==> config.mk <==
export PLATFORM = sky130hd
export DESIGN_NAME = lwzb_cell
export DESIGN_NICKNAME = d
export VERILOG_FILES = /design/src/design/longest_window_with_zero_budget_top_assert.svh /design/src/design/lwzb_pkg.sv /design/src/design/lwzb_cell.sv
export SDC_FILE = /design/constraint.sdc
export NUM_CORES = 1
export LEC_CHECK = 0
export BUFFER_PORTS_ARGS = -buffer_cell sky130_fd_sc_hd__buf_2
export CAP_MARGIN = 10
export CORE_UTILIZATION = 54
export CTS_CLUSTER_DIAMETER = 100
export DETAILED_ROUTE_END_ITERATION = 8
export PLACE_DENSITY = 0.89
export SKIP_LAST_GASP = 1
export SYNTH_ARGS = -nofsm -noshare
export SYNTH_HDL_FRONTEND = slang
export SYNTH_SLANG_ARGS = --single-unit
export TNS_END_PERCENT = 50
==> constraint.sdc <==
create_clock -name clk -period 5.95 [get_ports clk]
set_input_delay 0.2975 -clock clk [delete_from_list [all_inputs] [get_ports clk]]
set_output_delay 0.2975 -clock clk [all_outputs]
set_load 0.005 [all_outputs]
==> src/design/longest_window_with_zero_budget_top_assert.svh <==
// Assertion macros for the longest-window block.
// Used by lwzb_ctrl; expects signals named clk and rst in the including scope.
`ifndef LONGEST_WINDOW_WITH_ZERO_BUDGET_TOP_ASSERT_SVH
`define LONGEST_WINDOW_WITH_ZERO_BUDGET_TOP_ASSERT_SVH

// Same-cycle implication, checked outside reset
`define LWZB_ASSERT_IMP(lbl, ante, cons, msg) \
  lbl: assert property (@(posedge clk) disable iff (rst) (ante) |-> (cons)) \
    else $error(msg);

// Next-cycle implication, checked outside reset
`define LWZB_ASSERT_NXT(lbl, ante, cons, msg) \
  lbl: assert property (@(posedge clk) disable iff (rst) (ante) |=> (cons)) \
    else $error(msg);

`endif

==> src/design/lwzb_pkg.sv <==
// Shared types and constants for the longest-window block.
// No dependencies; imported by lwzb_cell, lwzb_ctrl and the top level.
package lwzb_pkg;

  // Parameter defaults
  localparam int MAX_BUDGET_DEF  = 255;
  localparam int LENGTH_BITS_DEF = 16;

  // Fixed field widths
  localparam int BUDGET_W  = 8;
  localparam int OUT_LEN_W = 16;

  // Input beat
  typedef struct packed {
    logic bit_value;
    logic end_of_sequence;
  } sample_t;

  // Output beat
  typedef struct packed {
    logic [OUT_LEN_W-1:0] best_length;
    logic                 final_flag;
  } result_t;

  // Control broadcast to every cell of the zero queue
  typedef struct packed {
    logic step;   // an item is processed: ages advance
    logic shift;  // oldest zero leaves, entries move toward cell 0
    logic load;   // a new zero is written at the load index
  } row_ctrl_t;

endpackage

==> src/design/lwzb_cell.sv <==
// One slot of the zero queue: holds the age of one zero.
// Depends on lwzb_pkg; chained in the top level, head at cell 0.
module lwzb_cell #(
  parameter int IDX    = 0,
  parameter int IDX_W  = 8,
  parameter int LEN_W  = 16
) (
  input  logic                clk,
  input  lwzb_pkg::row_ctrl_t ctrl,
  input  logic [IDX_W-1:0]    load_idx,
  input  logic [LEN_W-1:0]    up_age,   // age held by the next cell up the row
  output logic [LEN_W-1:0]    age
);
  import lwzb_pkg::*;

  logic             hit;
  logic [LEN_W-1:0] src;
  logic [LEN_W-1:0] src_inc;

  assign hit     = ctrl.load && (load_idx == IDX_W'(IDX));
  assign src     = ctrl.shift ? up_age : age;
  // saturating age step
  assign src_inc = (src == {LEN_W{1'b1}}) ? src : src + 1'b1;

  // Age register: new zero starts at 0, otherwise own or neighbor's age, +1 on a step
  always_ff @(posedge clk) begin
    if (hit) begin
      age <= '0;
    end else if (ctrl.step) begin
      age <= src_inc;
    end else begin
      age <= src;
    end
  end

endmodule

======== Word-level counts from Yosys, hierarchy flattened ========
Cells that the tools add are included.
word-level totals
  register bits after elaboration ......... 16
  output and inout bits ................... 16
operators by class
  $add $sub $neg .......................... 1
  equal/unequal tests ..................... 1
  multiplexer cells ....................... 3
  reductions and logical operators ........ 2
operators by type and width
  cell                     number
  $mux W16                 3
  $add A16 B1 Y16 const B  1
  $eq A16 B16 Y1 const B   1
  $logic_not A8 Y1         1
  $logic_and A1 B1 Y1      1

======== Depth between registers and ports, before layout ========
  depth in word-level cells ............... 4
  gate-level depth with buffers ........... 12

======== Least setup slack after synthesis ========
Ideal clock, no wire load.
  path type ............................... input to register
  from .................................... input ctrl[1] in the netlist's numbering
  to ...................................... register age[11]
  library setup time ...................... 0.130 ns
  arrival time ............................ 2.346 ns
  data required time ...................... 5.820 ns
  setup slack ............................. 3.474 ns
  stages .................................. 12
  path buffers ............................ 5
  cell sequence ........................... buf_6 -> buf_6 -> buf_6 -> buf_2 -> mux2_2 -> ha_1 -> nand4_1 -> nand2_1 -> and3_1 -> buf_2 -> a2111oi_0 -> nor3_1
between the ends
  longest elaborated chain between the ends .. 4
ends and longest elaborated chain
  element                                                   RTL line         RTL
  start: declaration                                        lwzb_cell.sv:9   input lwzb_pkg::row_ctrl_t ctrl,
  $mux W16 *                                                lwzb_cell.sv:21  assign src = ctrl.shift ? up_age : age;
  $add A16 B1 Y16 / $eq A16 B16 Y1 (equally long branches)  lwzb_cell.sv:23  assign src_inc = (src == {LEN_W{1'b1}}) ? src : src + 1'b1;
  $mux W16                                                  lwzb_cell.sv:23
  $mux W16 *                                                lwzb_cell.sv:29  end else if (ctrl.step) begin
  end signal: assignment                                    lwzb_cell.sv:30  age <= src_inc;
  end signal: assignment                                    lwzb_cell.sv:32  age <= src;
  end: declaration                                          lwzb_cell.sv:12  output logic [LEN_W-1:0] age
Mark *: on every way between the ends. The rest lies on a longest branch, timed or not.
A chain may end at the register's enable or synchronous reset.

======== Final worst setup path ========
  from .................................... input ctrl[1] in the netlist's numbering
  to ...................................... register age[9]
Same word-level chain as after synthesis.

==> reports/qor.txt <==
======================================================================================
Largest registers ....................................................... age: 16 flops
Outcome ................................................................. complete, no violations
TritonCTS clock tree ....................................................          yes
Average routed wire per standard cell ...................................      14.6 um
WP data required ........................................................      6170 ps
Total count of max-transition violations in the final report ............            0
Number of primary I/O pins ..............................................           44
Critical path startpoint category .......................................   input port
Remaining DRCs ..........................................................            0
Number of instances resized during post-cts repair ......................            0
Half-perimeter wire length after placement ..............................      2.43 mm
Overall overflow remaining after global route ...........................            0
Most used DFF post-synth ................................................ sky130_fd_sc_hd__dfxtp_1
Clk buf depth ...........................................................            2
Total clock sinks .......................................................           16
Fin area ................................................................  0.00152 mm2
Actual transition at the worst max-transition pin .......................       766 ps
Number of distinct standard cells referenced by the synthesized netlist .           43
Crit. End Element .......................................................     register
Clock Pin Slew Worst Setup and Hold Paths ...............................       100 ps
Area fraction of the dominant cell type after synthesis .................        0.245
Vias in the first global route ..........................................         1310
Post-DR vias/cell .......................................................         6.05
Number of synthesized flops with an enable pin ..........................            0
Final number of hold-violating endpoints ................................            0
Post-synthesis instance area ............................................  0.00131 mm2
DRT iter0 DRCs ..........................................................           35
Final setup TNS .........................................................         0 ps
Total of warnings raised by yosys .......................................            0
VDD IR-drop max .........................................................       131 uV
RSZ-0062 raised after global routing ....................................        false
Placeable Area ..........................................................  0.00225 mm2
Worst skew pair latency .................................................       290 ps
DIE WIDTH ...............................................................      51.2 um
Largest Register ........................................................          age
Count of placed standard cells including taps ...........................          217
Number of cells produced by synthesis ...................................          154
Total routing resource utilization after global routing .................        0.264
Hold buffer count at cts ................................................            0
Total inserted antenna cells ............................................            0
Buffers on Ports ........................................................           43
Post-DP Area ............................................................  0.00150 mm2
Mean cell area of the mapped netlist ....................................     8.48 um2
Total CTS buffers .......................................................            3
Number of optimization iterations in the first detailed-route pass ......            4
CP Data Arrival Time ....................................................      2610 ps
Start-to-end type of the worst setup path ...............................    in -> reg
Number of cells in the finished layout apart from fillers ...............          220
Tcrit/Tclk final ........................................................        0.401
Sequential cell area fraction in the yosys report .......................        0.245
Post-synth net total ....................................................          183
Maximum number of pins on one net before global-route repair ............           35
Detailed-route via count ................................................         1330
Max capacitance violation total .........................................            0
Hold_ws .................................................................       363 ps
Chip height .............................................................      51.2 um
Initial antenna violation count .........................................            0
Count of endpoints failing setup in the final report ....................            0
Global-route wire length before repair ..................................      5.27 mm
Final layout net count ..................................................          223
H-tree depth ............................................................            1
Synthesized flop and latch total ........................................           16
Area leader, netlist .................................................... sky130_fd_sc_hd__dfxtp_1
Die area ................................................................  0.00262 mm2
Largest register FFs ....................................................           16
Area contributors post-synth ............................................ sky130_fd_sc_hd__dfxtp_1 (25%), sky130_fd_sc_hd__mux2i_1 (11%), sky130_fd_sc_hd__mux2_2 (7.8%)
Fraction of final layout cells with drive strength greater than 1 .......        0.339
Most numerous cell in the Yosys netlist ................................. sky130_fd_sc_hd__nand2_1
Max frequency ...........................................................      419 MHz
Asr flop ratio synth ....................................................            0
Number of setup buffers added after CTS .................................            0
Core Rows ...............................................................           17
Relative slew slack .....................................................        0.488
Static leakage power ....................................................     0.710 nW
Buffer type at the clock tree root ...................................... sky130_fd_sc_hd__clkbuf_4
Syn-to-layout area delta ................................................        16.7%
List of most frequent post-synthesis cells .............................. sky130_fd_sc_hd__nand2_1 (22), sky130_fd_sc_hd__dfxtp_1 (16), sky130_fd_sc_hd__mux2i_1 (15), sky130_fd_sc_hd__mux2_2 (9), sky130_fd_sc_hd__nand3_1 (9)
P per Cell Area .........................................................   189 mW/mm2
Initial core utilization ................................................        0.579
Critical path fanouts, max ..............................................           34
Final critical delay including setup and external delays ................      2390 ps
Clock Skews .............................................................      10.3 ps
Post-detailed-route count of antenna-violating nets .....................            0
R2R Setup Slk ...........................................................      3850 ps
Type of the worst min-delay path ........................................    in -> reg
RD Place Congestion .....................................................        0.834
Total wire length after detailed routing ................................      3.20 mm
======================================================================================
-- worst paths after layout --
| kind | startpoint | cells past startpoint | to |
|---|---|---|---|
| max | ctrl[1] | 8 | age[9]$_SDFF_PP0_ |
| min | ctrl[2] | 3 | age[13]$_SDFF_PP0_ |
| max reg2reg | age[1]$_SDFF_PP0_ | 7 | age[9]$_SDFF_PP0_ |
| min reg2reg | age[15]$_SDFF_PP0_ | 2 | age[15]$_SDFF_PP0_ |
-- critical path, stage by stage --
cell                        delay, ps
sky130_fd_sc_hd__buf_2            500
sky130_fd_sc_hd__mux2_2           420
sky130_fd_sc_hd__ha_1             240
sky130_fd_sc_hd__nand4_1          110
sky130_fd_sc_hd__nand2_1           90
sky130_fd_sc_hd__and3_1           310
sky130_fd_sc_hd__a2111oi_4        380
sky130_fd_sc_hd__mux2i_1          250
-- layout by cell type, fill, tap and decap left out, types with 2 or more instances in the layout --
master / synthesis / final
sky130_fd_sc_hd__a21oi_1: 6 / 6
sky130_fd_sc_hd__o21ai_0: 4 / 4
sky130_fd_sc_hd__a211o_1: 2 / 2
sky130_fd_sc_hd__nor2b_1: 2 / 2
sky130_fd_sc_hd__inv_1: 2 / 2
sky130_fd_sc_hd__nand4b_1: 2 / 2
sky130_fd_sc_hd__a31oi_1: 3 / 3
sky130_fd_sc_hd__nand2b_1: 6 / 6
sky130_fd_sc_hd__nor4_1: 2 / 2
sky130_fd_sc_hd__nand4_1: 6 / 6
sky130_fd_sc_hd__nor3_1: 3 / 3
sky130_fd_sc_hd__nor2_1: 5 / 5
sky130_fd_sc_hd__a211oi_1: 4 / 4
sky130_fd_sc_hd__nand2_1: 22 / 22
sky130_fd_sc_hd__or2_2: 3 / 3
sky130_fd_sc_hd__nand3_1: 9 / 9
sky130_fd_sc_hd__nand3b_1: 2 / 2
sky130_fd_sc_hd__mux2_2: 9 / 9
sky130_fd_sc_hd__and2_1: 2 / 2
sky130_fd_sc_hd__dfxtp_1: 16 / 16
sky130_fd_sc_hd__buf_2: 2 / 43
sky130_fd_sc_hd__clkbuf_4: 0 / 3
sky130_fd_sc_hd__and3_1: 3 / 3
sky130_fd_sc_hd__mux2i_1: 15 / 15
-- final cells by class --
cell class / count / area, um2
flip-flops and latches: 16 / 320
inverters: 2 / 7.51
clock buffers: 3 / 22.5
repair buffers: 43 / 215
multi-input cells: 128 / 923
well taps: 28 / 35.0
fillers: 214 / 731
-- per-stage QoR --
| stage | setup slack [ps] | util | power (mW) |
|---|---|---|---|
| 5_1_grt | 3420 | 0.676 | 0.306 |
| 4_1_cts | 3610 | 0.676 | 0.288 |
| 3_5_place_dp | 3330 | 0.666 | 0.231 |
| 6_report | 3560 | 0.676 | 0.288 |
| 3_3_place_gp | 3440 | 0.666 | 0.225 |
| 2_1_floorplan | 3470 | - | 0.198 |
-- logic make-up (layout without fill, tap and decap cells) --
kind of cell	Yosys count	after routing	synth area share
AOI/OAI and AO/OA	30	30	0.193
xor gates and xnor gates	1	1	0.00671
adders and majority gates	1	1	0.00958
buffers and inverters	10	48	0.0479
DFF	16	16	0.245
muxes	24	24	0.193
and+or+nand+nor	72	72	0.306
-- report_power, final --
part           internal (mW)  switching, mW
Clock                 0.0235         0.0352
Combinational         0.0471         0.0472
Sequential             0.122         0.0134
-- metal layers --
layer  part of all wire  up-vias  GRT usage
li1                   -      649          -
met3              0.052        2     0.0268
met1               0.41      626      0.284
met5                  0        -          0
met4             0.0066        0     0.0556
met2               0.53       53      0.537
No activity file was read; power rests on OpenSTA's default activity.
