`config.mk`:
```
export PLATFORM = sky130hd
export DESIGN_NAME = lwzb_ctrl
export DESIGN_NICKNAME = d
export VERILOG_FILES = /design/src/design/lwzb_pkg.sv /design/src/design/lwzb_ctrl.sv
export VERILOG_INCLUDE_DIRS = /design/src /design/src/design
export SDC_FILE = /design/constraint.sdc
export NUM_CORES = 1
export LEC_CHECK = 0
export ABC_AREA = 1
export BUFFER_PORTS_ARGS = -buffer_cell sky130_fd_sc_hd__buf_2
export CORE_MARGIN = 3
export CORE_UTILIZATION = 50
export CTS_CLUSTER_SIZE = 20
export DETAILED_ROUTE_END_ITERATION = 8
export PLACE_DENSITY = 0.7
export SYNTH_ARGS = -nofsm -noshare
export SYNTH_HDL_FRONTEND = slang
export SYNTH_SLANG_ARGS = --single-unit
```
`constraint.sdc`:
```
create_clock -name clk -period 4.2 [get_ports clk]
set_clock_uncertainty 0.1 [all_clocks]
set_input_delay 0.42 -clock clk [delete_from_list [all_inputs] [get_ports clk]]
set_output_delay 0.42 -clock clk [all_outputs]
set_load 0.05 [all_outputs]
```
`src/design/longest_window_with_zero_budget_top_assert.svh`:
```
// Assertion macros for the longest-window block.
// Used by lwzb_ctrl; expects signals named clk and rst in the including scope.
`ifndef LONGEST_WINDOW_WITH_ZERO_BUDGET_TOP_ASSERT_SVH
`define LONGEST_WINDOW_WITH_ZERO_BUDGET_TOP_ASSERT_SVH

// Same-cycle implication, checked outside reset
`define LWZB_ASSERT_IMP(lbl, ante, cons, msg) \
  lbl: assert property (@(posedge clk) disable iff (rst) (ante) |-> (cons)) \
    else $error(msg);

// Next-cycle implication, checked outside reset
`define LWZB_ASSERT_NXT(lbl, ante, cons, msg) \
  lbl: assert property (@(posedge clk) disable iff (rst) (ante) |=> (cons)) \
    else $error(msg);

`endif

```
`src/design/lwzb_pkg.sv`:
```
// Shared types and constants for the longest-window block.
// No dependencies; imported by lwzb_cell, lwzb_ctrl and the top level.
package lwzb_pkg;

  // Parameter defaults
  localparam int MAX_BUDGET_DEF  = 255;
  localparam int LENGTH_BITS_DEF = 16;

  // Fixed field widths
  localparam int BUDGET_W  = 8;
  localparam int OUT_LEN_W = 16;

  // Input beat
  typedef struct packed {
    logic bit_value;
    logic end_of_sequence;
  } sample_t;

  // Output beat
  typedef struct packed {
    logic [OUT_LEN_W-1:0] best_length;
    logic                 final_flag;
  } result_t;

  // Control broadcast to every cell of the zero queue
  typedef struct packed {
    logic step;   // an item is processed: ages advance
    logic shift;  // oldest zero leaves, entries move toward cell 0
    logic load;   // a new zero is written at the load index
  } row_ctrl_t;

endpackage

```
`src/design/lwzb_ctrl.sv`:
```
// Window control: budget register, queue fill, window length, best length
// and the output register. Depends on lwzb_pkg and the assertion header.
`include "longest_window_with_zero_budget_top_assert.svh"

module lwzb_ctrl #(
  parameter int MAX_BUDGET  = lwzb_pkg::MAX_BUDGET_DEF,
  parameter int LENGTH_BITS = lwzb_pkg::LENGTH_BITS_DEF,
  parameter int CAP         = (MAX_BUDGET < 255) ? MAX_BUDGET : 255,
  parameter int IDX_W       = $clog2(CAP + 1),
  parameter int LEN_W       = (LENGTH_BITS > 16) ? 16 : LENGTH_BITS
) (
  input  logic                          clk,
  input  logic                          rst,
  input  logic                          sample_valid,
  output logic                          sample_ready,
  input  lwzb_pkg::sample_t             sample,
  output logic                          result_valid,
  input  logic                          result_ready,
  output lwzb_pkg::result_t             result,
  input  logic                          cfg_valid,
  output logic                          cfg_ready,
  input  logic [lwzb_pkg::BUDGET_W-1:0] cfg_data,
  input  logic [LEN_W-1:0]              head_age,
  output lwzb_pkg::row_ctrl_t           row_ctrl,
  output logic [IDX_W-1:0]              load_idx
);
  import lwzb_pkg::*;

  logic [BUDGET_W-1:0] budget;
  logic [IDX_W-1:0]    eff_budget;
  logic [IDX_W-1:0]    fill;
  logic [IDX_W-1:0]    fill_next;
  logic [LEN_W-1:0]    win;
  logic [LEN_W-1:0]    win_next;
  logic [LEN_W-1:0]    best;
  logic [LEN_W-1:0]    best_next;
  logic [LEN_W-1:0]    win_inc;
  logic [LEN_W-1:0]    head_inc;
  logic [LEN_W-1:0]    len;
  logic [LEN_W-1:0]    best_cand;
  logic                trim;
  logic                step;

  // Budget register, clamped to the queue size
  assign cfg_ready = 1'b1;

  always_ff @(posedge clk) begin
    if (rst) begin
      budget <= '0;
    end else if (cfg_valid && cfg_ready) begin
      budget <= cfg_data;
    end
  end

  assign eff_budget = (budget > BUDGET_W'(CAP)) ? IDX_W'(CAP) : IDX_W'(budget);

  // Surplus zeros after a budget decrease leave one per cycle
  assign trim         = fill > eff_budget;
  assign sample_ready = !trim && (!result_valid || result_ready);
  assign step         = sample_valid && sample_ready;

  assign win_inc  = (win == {LEN_W{1'b1}}) ? win : win + 1'b1;
  assign head_inc = (head_age == {LEN_W{1'b1}}) ? head_age : head_age + 1'b1;

  // Next state and queue control
  always_comb begin
    fill_next = fill;
    win_next  = win;
    best_next = best;
    row_ctrl  = '0;
    load_idx  = fill;
    len       = win_inc;
    if (trim) begin
      // window start moves just past the oldest kept zero
      row_ctrl.shift = 1'b1;
      fill_next      = fill - 1'b1;
      win_next       = head_age;
    end else if (step) begin
      row_ctrl.step = 1'b1;
      if (!sample.bit_value) begin
        if (fill == eff_budget) begin
          if (fill == '0) begin
            // no zero allowed: window is empty
            len = '0;
          end else begin
            row_ctrl.shift = 1'b1;
            row_ctrl.load  = 1'b1;
            load_idx       = fill - 1'b1;
            len            = head_inc;
          end
        end else begin
          row_ctrl.load = 1'b1;
          fill_next     = fill + 1'b1;
        end
      end
      if (sample.end_of_sequence) begin
        fill_next = '0;
        win_next  = '0;
        best_next = '0;
      end else begin
        win_next  = len;
        best_next = best_cand;
      end
    end
  end

  assign best_cand = (len > best) ? len : best;

  // Control registers
  always_ff @(posedge clk) begin
    if (rst) begin
      fill <= '0;
      win  <= '0;
      best <= '0;
    end else begin
      fill <= fill_next;
      win  <= win_next;
      best <= best_next;
    end
  end

  // Output register
  always_ff @(posedge clk) begin
    if (rst) begin
      result_valid <= 1'b0;
    end else if (step) begin
      result_valid <= 1'b1;
    end else if (result_ready) begin
      result_valid <= 1'b0;
    end
  end

  always_ff @(posedge clk) begin
    if (step) begin
      result.best_length <= OUT_LEN_W'(best_cand);
      result.final_flag  <= sample.end_of_sequence;
    end
  end

  `LWZB_ASSERT_IMP(a_fill_cap, 1'b1, fill <= IDX_W'(CAP), "queue fill beyond capacity")
  `LWZB_ASSERT_IMP(a_best_ge_win, 1'b1, best >= win, "window longer than best length")
  `LWZB_ASSERT_NXT(a_eos_clear, step && sample.end_of_sequence, fill == '0 && best == '0, "state not cleared at sequence end")
  `LWZB_ASSERT_NXT(a_trim_drop, trim, fill == IDX_W'($past(fill) - 1'b1), "trim did not drop one zero")

endmodule
```
Word level (Yosys, flattened, before mapping) --
Cells that the tools add are included.
Word-level totals: register bits after elaboration 66, output and inout port bits 31
Operators by class: add/sub/neg operators 4, magnitude comparators 3, eq/ne operators 5, muxes and demuxes 33, bitwise operators 1, reductions and logical operators 10
Operator list (count):
- two-way mux 16 bit | 12
- two-way mux 8 bit | 11
- adder 16 x 1 -> 16 bit, second input constant | 2
- == test 16 bit, second input constant | 2
- > comparator 16 bit | 1
- adder 8 x 1 -> 8 bit, second input constant | 1
- == test 8 bit | 1
- > comparator 8 bit | 1
- > comparator 8 bit, second input constant | 1
- logical NOT 8 bit | 1
- subtractor 8 x 1 -> 8 bit, second input constant | 1
- two-way mux 1 bit | 7
- two-way mux 2 bit | 2
- nonzero test 2 bit | 2
- two-way mux 3 bit | 1
- != test 3 x 2 -> 1 bit, second input constant | 1
- != test 3 bit, second input constant | 1
- AND reduction 3 bit | 1
- logical AND 1 bit | 2
- logical NOT 1 bit | 2
- AND reduction 2 bit | 1
- logical OR 1 bit | 1
- inverter 1 bit | 1

Depth between registers and ports, before layout --
Gate-level depths: netlist of run 1.
depth in word-level cells 11, gate-level depth with buffers 29, depth with buffers taken out 27

Least setup slack after synthesis of run 1 --
Ideal clock, no wire load.
path kind register -> register, start register fill[0], end register result[10] in the netlist's numbering (data pin), library setup time 255 ps, arrival 2974 ps, required time 3845 ps, setup slack 871 ps, cell stages (with the launch flop) 22, period minus slack after synthesis 3329 ps, cell sequence dfxtp_1 > inv_1 > ha_1 > nand2_1 > inv_1 > nand3_2 > nand2_4 > nand2_4 > nor2_8 > buf_6 > nand2_1 > and2_1 > inv_1 > ha_1 > nand2_1 > o21ai_0 > a21oi_1 > a21oi_4 > inv_2 > buf_2 > nand2_1 > and2_1
On the way: word-level cells in the longest chain between the ends 8
RTL lines:
- from (decl) | line lwzb_ctrl.sv:31 | logic [IDX_W-1:0] fill;
- from (signal assigned) | line lwzb_ctrl.sv:116 | fill <= fill_next;
- > comparator 8 bit / logical NOT 8 bit (equally long branches) | line lwzb_ctrl.sv:58, lwzb_ctrl.sv:82
- logical NOT 1 bit / two-way mux 16 bit (equally long branches) | line lwzb_ctrl.sv:59, lwzb_ctrl.sv:82
- logical AND 1 bit / two-way mux 16 bit (equally long branches) | line lwzb_ctrl.sv:59, lwzb_ctrl.sv:81
- logical AND 1 bit / two-way mux 16 bit (equally long branches) | line lwzb_ctrl.sv:60, lwzb_ctrl.sv:80
- two-way mux 16 bit | line lwzb_ctrl.sv:78 | end else if (step) begin
- two-way mux 16 bit * | line lwzb_ctrl.sv:73 | if (trim) begin
- > comparator 16 bit | line lwzb_ctrl.sv:107 | assign best_cand = (len > best) ? len : best;
- two-way mux 16 bit * | line lwzb_ctrl.sv:107
- net best_cand[9] | line lwzb_ctrl.sv:40 | logic [LEN_W-1:0] best_cand;
- to (decl) | line lwzb_ctrl.sv:19 | output lwzb_pkg::result_t result,
The timed path passes the listed nets; every way through them passes the cells marked *. A chain may end at the register's enable or synchronous reset.

Final worst setup path of run 1 --
start register fill[7], end register result[14] in the netlist's numbering (data pin)
The elaborated chain is that of the path after synthesis.

==> results of run 1 <==
-- worst paths after layout --
kind               start    endpoint  slack (ns)
min reg2reg     best[12]    best[12]        0.37
max reg2reg      fill[7]  result[14]        0.38
min          cfg_data[0]   budget[0]        0.19
max              fill[7]  result[14]        0.38
-- per-layer routing --
layer	routed length, um	part of all wire
met5	0	0
met4	538	0.036
met3	1042	0.070
met2	6609	0.44
met1	6753	0.45
-- area by class of cell --
| type | instances | area [um^2] | area share |
|---|---|---|---|
| Tap cell | 133 | 166.4 | 0.02854 |
| Clock inverter | 6 | 115.1 | 0.01974 |
| Sequential cell | 66 | 1491 | 0.2558 |
| Timing Repair Buffer | 65 | 337.8 | 0.05794 |
| Clock buffer | 10 | 127.6 | 0.02189 |
| Multi-Input combinational cell | 602 | 3239 | 0.5556 |
| Inverter | 93 | 352.8 | 0.06051 |
-- Yosys cell counts (12+ instances only) --
cell,number,share of area
xor2_1,16,0.027
nand4_1,12,0.014
a21oi_1,51,0.049
nor2_1,74,0.053
edfxtp_1,17,0.098
o22ai_1,13,0.016
dfxtp_1,49,0.19
o21ai_0,33,0.032
nand2_1,231,0.17
nand3_1,56,0.054
inv_1,84,0.060
and2_1,18,0.022
ha_1,28,0.067
-- registers in the layout, indices dropped and copies added, names as in the netlist --
signal	count
result	17
best	16
win	16
budget	8
fill	8
result_valid	1
-- logic make-up after synthesis --
logic type	Yosys count
simple gates	431
compound gates	122
flops	66
buf+inv	116
fa+ha+maj	28
other cells	1
xor+xnor	20
-- worst min-delay path, delay by kind of cell --
family	cells	cell delay, ns
and+or+nand+nor	2	0.11
buffers and inverters	1	0.08
-- stage by stage --
step / worst slack [ns] / utilization
floorplan: 0.8712 / -
global placement: 0.4772 / 0.5613
detailed placement: 0.4123 / 0.5613
CTS: 0.3883 / 0.5857
global route: 0.03154 / 0.5857
finish: 0.3781 / 0.5857
==> flow_metrics.tcl, run 1 <==
set metrics [dict create \
    outcome "finished, final reports clean" \
    ys_seq_area_frac 0.2853 \
    core_um2 9955 \
    cpMaxStageDelayCell "dfxtp_1" \
    dp_hpwl_um 11850 \
    tns_ns 0 \
    synthDistinctLibCells 46 \
    overflow 0 \
    cts_tree "yes" \
    synth-compound-area-share 0.1295 \
    postSynthCellCount 784 \
    synth-adder-area-share 0.06702 \
    clock_latency_ns 0.36 \
    initial_core_util 0.5251 \
    critPathLaunchType "flop" \
    setup_violations 0 \
    viasPerCell 5.453 \
    final_cell_area_um2 5831 \
    grt_max_degree 34 \
    drt_first_iter_violations 444 \
    worstMarginPinSlew_ns 0.8216 \
    nets 896 \
    wl_per_cell_um 15.33 \
    finalMaxSlewViolations 0 \
    ys.flop_type "dfxtp_1" \
    antenna_found_initial 0 \
    synthSimpleGateAreaFrac 0.3889 \
    synth_mux_area_frac 0 \
    vias 5317 \
    rsz0062_at_grt "no" \
    whs_ns 0.1869 \
    max-slew-margin-rel 0.4510 \
    async_flop_share 0 \
    ys_ff_latch 66 \
    final_cell_mix "nand2_1 (231), inv_1 (84), nor2_1 (74)" \
    end_kind "flop" \
    min_path_cells 3 \
    antenna_cells 0 \
    die_x_um 108.3 \
    hold_path_class "primary input to flop" \
    synth_edf_count 17 \
    ctsHoldBuffers 0 \
    grt_pass1_wl_um 24540 \
    dpl_cell_area_um2 5588 \
    grtUsageTotal 0.2672 \
    wirelength_um 14940 \
    drc_errors 0 \
    fmax_ghz 0.2616 \
    drv_cap 0 \
    die_height_um 108.3 \
    synth.avg_cell_area_um2 6.668 \
    reg2regPathDepth 19 \
    path_cells "ha_1 > nand2_1 > nor2_1 > nor2_1 > nand2_1 > nand2_4 > nand2_4 > nor2_8 > nand2_1 > and2_1 > inv_1 > ha_1 > nand2_1 > o21ai_0 > a21oi_1 > a21oi_4 > inv_2 > nand2_1 > and2_1" \
    synth_area_um2 5228 \
    worstPathArrival_ns 3.83 \
    synth_xor_area_frac 0.03351 \
    cp_top_family "simple AND/OR/NAND/NOR gates" \
    layout-drive-gt1-share 0.1473 \
    syn-num-nets 843 \
    pin_count 62 \
    h-tree-depth 3 \
    final_cells 975 \
    root_buffer "clkbuf_8" \
    fin_crit_ns 3.822 \
    met3_usage 0.04179 \
    dpl.cell_count 959 \
    crit_path_frequent_cell "nand2_1" \
    clk_path_buf_depth 2 \
    dieArea_um2 11720 \
    path_buf_inv 2 \
    gp_routability_congestion 0.9859 \
    final_common_cell "nand2_1" \
    ant_nets 0 \
    clock_sinks 66 \
    post_cts_buffers 0 \
    required_ns 4.21 \
    synth_warnings 0 \
    crit_cells 19 \
    drtPass1Iterations 5 \
    syn_to_final_growth_pct 11.54 \
    synth_top_family_by_area "simple AND/OR/NAND/NOR gates" \
    hold_viol_final 0 \
    clk_transition_reported_paths_ns 0.08 \
    max_stage_delay_ns 0.50 \
    row_count 36 \
    post_cts_resize_count 0 \
    grt_use_met1 0.3611 \
    grt_busiest_layer "met2" \
    fin_crit_sh 0.9100 \
    grt_pass1_vias 4940 \
    nFillCells 975 \
    numPortBuffers 60 \
    gr-usage-met2 0.4294 \
    criticalPathCategory "flop to flop" \
    crit_path_max_fanout 17 \
    cts_buffers 9 \
]
Power of run 1 is left out: the tool's default activity adds up to more than one toggle a clock period on the data nets, which glitch-free logic cannot reach.
==> run 2, diff against run 1 <==
--- a/config.mk
+++ b/config.mk
@@ -6,7 +6,7 @@
 export SDC_FILE = /design/constraint.sdc
 export NUM_CORES = 1
 export LEC_CHECK = 0
-export ABC_AREA = 1
+export ABC_AREA = 0
 export BUFFER_PORTS_ARGS = -buffer_cell sky130_fd_sc_hd__buf_2
 export CORE_MARGIN = 3
 export CORE_UTILIZATION = 50
==> run 2 against run 1 <==
Flip-flop and latch count unchanged. Worst hold slack lost 0.0011 ns. Critical path depth is 4 lower. Final cell count decreased by 18%. Synthesized area is 6.1% lower.
==> flow_metrics.tcl, run 2 <==
set metrics [dict create \
    synth_most_common_cell "nand2_1" \
    power_mw 5.645 \
    final_cell_area_um2 5657 \
    pre_cts_slack_ns 0.03627 \
    fin_crit_ns 4.025 \
    drt_first_iter_violations 377 \
    syn_to_final_growth_pct 15.21 \
    viasPerCell 6.315 \
    die_height_um 105.1 \
    max-slew-margin-rel 0.3576 \
    clock_latency_ns 0.37 \
    ys_seq_area_frac 0.3038 \
    synth_warnings 0 \
    root_buffer "clkbuf_8" \
    layout_setup_ws_ns 0.1748 \
    tns_ns 0 \
    drc_errors 0 \
    cts_buffers 9 \
    wirelength_um 15750 \
    min_from "cfg_data[5]" \
    dpl_cell_area_um2 5416 \
    nFillCells 882 \
    required_ns 4.33 \
    ant_nets 0 \
    dieArea_um2 11040 \
    gp_routability_congestion 0.9409 \
    reg_top3 "result (17), best (16), win (16)" \
    row_count 35 \
    synth.avg_cell_area_um2 8.224 \
    clk_transition_reported_paths_ns 0.09 \
    crit_path_max_fanout 19 \
    vias 5027 \
    h-tree-depth 3 \
    reg2regPathDepth 15 \
    overflow 0 \
    r2r_end "best[9]" \
    p_leak_nw 2.170 \
    finalMaxSlewViolations 0 \
    ys.flop_type "dfxtp_1" \
    setup_violations 0 \
    drtPass1Iterations 6 \
    pin_count 62 \
    fmax_ghz 0.2484 \
    path_buf_inv 3 \
    yosys.area.top_type "dfxtp_1" \
    reg2reg_setup_slack_ns 0.17 \
    core_um2 9371 \
    grt_max_degree 37 \
    grtUsageTotal 0.2837 \
    criticalPathCategory "flop to flop" \
    max_stage_delay_ns 0.52 \
    largest_reg_flops 17 \
    worstMarginPinSlew_ns 0.9547 \
    ys_top_cells_by_count "nand2_1 (55), dfxtp_1 (49), nor2_1 (41), inv_1 (35), nand3_1 (35)" \
    synthDistinctLibCells 69 \
    reg2reg_from "fill[0]" \
    synth_edf_count 17 \
    fin_crit_sh 0.9584 \
    final_cell_mix "buf_2 (60), nand2_1 (55), dfxtp_1 (49)" \
    cts_tree "yes" \
    postSynthCellCount 597 \
    hold_path_class "primary input to flop" \
    end_kind "flop" \
    max_flop_register "result" \
    min_path_cells 3 \
    clock_sinks 66 \
    synth_top_cell_area_share 0.1998 \
    wl_per_cell_um 19.78 \
    final_core_util 0.6036 \
    dpl.cell_count 778 \
    async_flop_share 0 \
    worstPathArrival_ns 4.16 \
    final_cells 796 \
    final_common_cell "buf_2" \
    dp_hpwl_um 11720 \
    path_cells "inv_1 > ha_1 > or4b_4 > nor2b_2 > buf_4 > a211oi_1 > mux2_4 > ha_1 > a21oi_1 > o221ai_1 > a221o_1 > o21ai_2 > buf_12 > nand2b_1 > o2bb2ai_1" \
    cp-startpoint "fill[0]" \
    antenna_found_initial 0 \
    grt_pass1_wl_um 25160 \
    cp_top_family "simple AND/OR/NAND/NOR gates" \
    power.density_nw_per_um2 997.9 \
    grt_pass1_vias 4869 \
    nets 721 \
    ys_ff_latch 66 \
    numPortBuffers 60 \
    drv_cap 0 \
    initial_core_util 0.5239 \
    hold_viol_final 0 \
    synth_area_um2 4910 \
    outcome "finished, final reports clean" \
    whs_ns 0.1858 \
    critPathLaunchType "flop" \
    syn-num-nets 656 \
    die_x_um 105.1 \
    peakVddDrop_mv 0.4789 \
    synth_area_leaders "dfxtp_1 (20%), edfxtp_1 (10%), ha_1 (7.1%), nand2_1 (4.2%), mux2i_1 (4.1%)" \
    clk_path_buf_depth 2 \
    antenna_cells 0 \
    layout-drive-gt1-share 0.2189 \
    cpMaxStageDelayCell "or4b_4" \
    hold_end "budget[5]" \
    crit_path_frequent_cell "ha_1" \
]
run 2: where the power goes:
part           switching, mW  internal, mW  total, mW
clock network          0.300         0.255      0.555
logic                   2.59          1.36       3.95
registers              0.184         0.957       1.14
run 2: what timing repair did:
| item | CTS | global route |
|---|---|---|
| hold buffers | 0 | 0 |
| setup buffers | 0 | 2 |
| setup endpoints to repair | 0 | 27 |
| resized for setup | 0 | 6 |
run 2: worst min-delay path: stages:
cell and delay [ns]:
buf_2 0.08, mux2i_1 0.05, nor2_1 0.07
run 2: metal layers:
metal	GRT usage	up-vias	wire length [um]
met3	0.05003	51	1070
met4	0.1312	0	630
met5	0	-	0
met1	0.3681	2361	6802
li1	-	2384	-
met2	0.4578	231	7244
run 2: cell type report:
type                            instances  area, um^2  share of cell area
Multi-Input combinational cell        459        3131              0.5534
Sequential cell                        66        1491              0.2637
Timing Repair Buffer                   91       545.5             0.09644
Tap cell                              129       161.4             0.02853
Clock buffer                           10       148.9             0.02632
Inverter                               35       131.4             0.02322
Clock inverter                          6       47.55            0.008405
run 2: cell families after synthesis:
logic type / Yosys count / share of synthesized area
mux: 34 / 0.07365
buf+inv: 72 / 0.06524
fa+ha+maj: 28 / 0.07136
flops: 66 / 0.3038
compound gates: 160 / 0.2227
other cells: 1 / 0.0007638
xor+xnor: 8 / 0.01580
simple gates: 228 / 0.2467
run 2: worst max-delay path by stage:
stage	end	slack [ns]	cells past startpoint
after floorplan	result[10]	0.06	16
after global placement	result[9]	0.05	14
after detailed placement	best[13]	0.04	15
after CTS	best[13]	0.01	17
after global routing	best[15]	-0.0008	16
final	best[9]	0.17	15
Note: power is estimated with default switching activity, not from simulation.
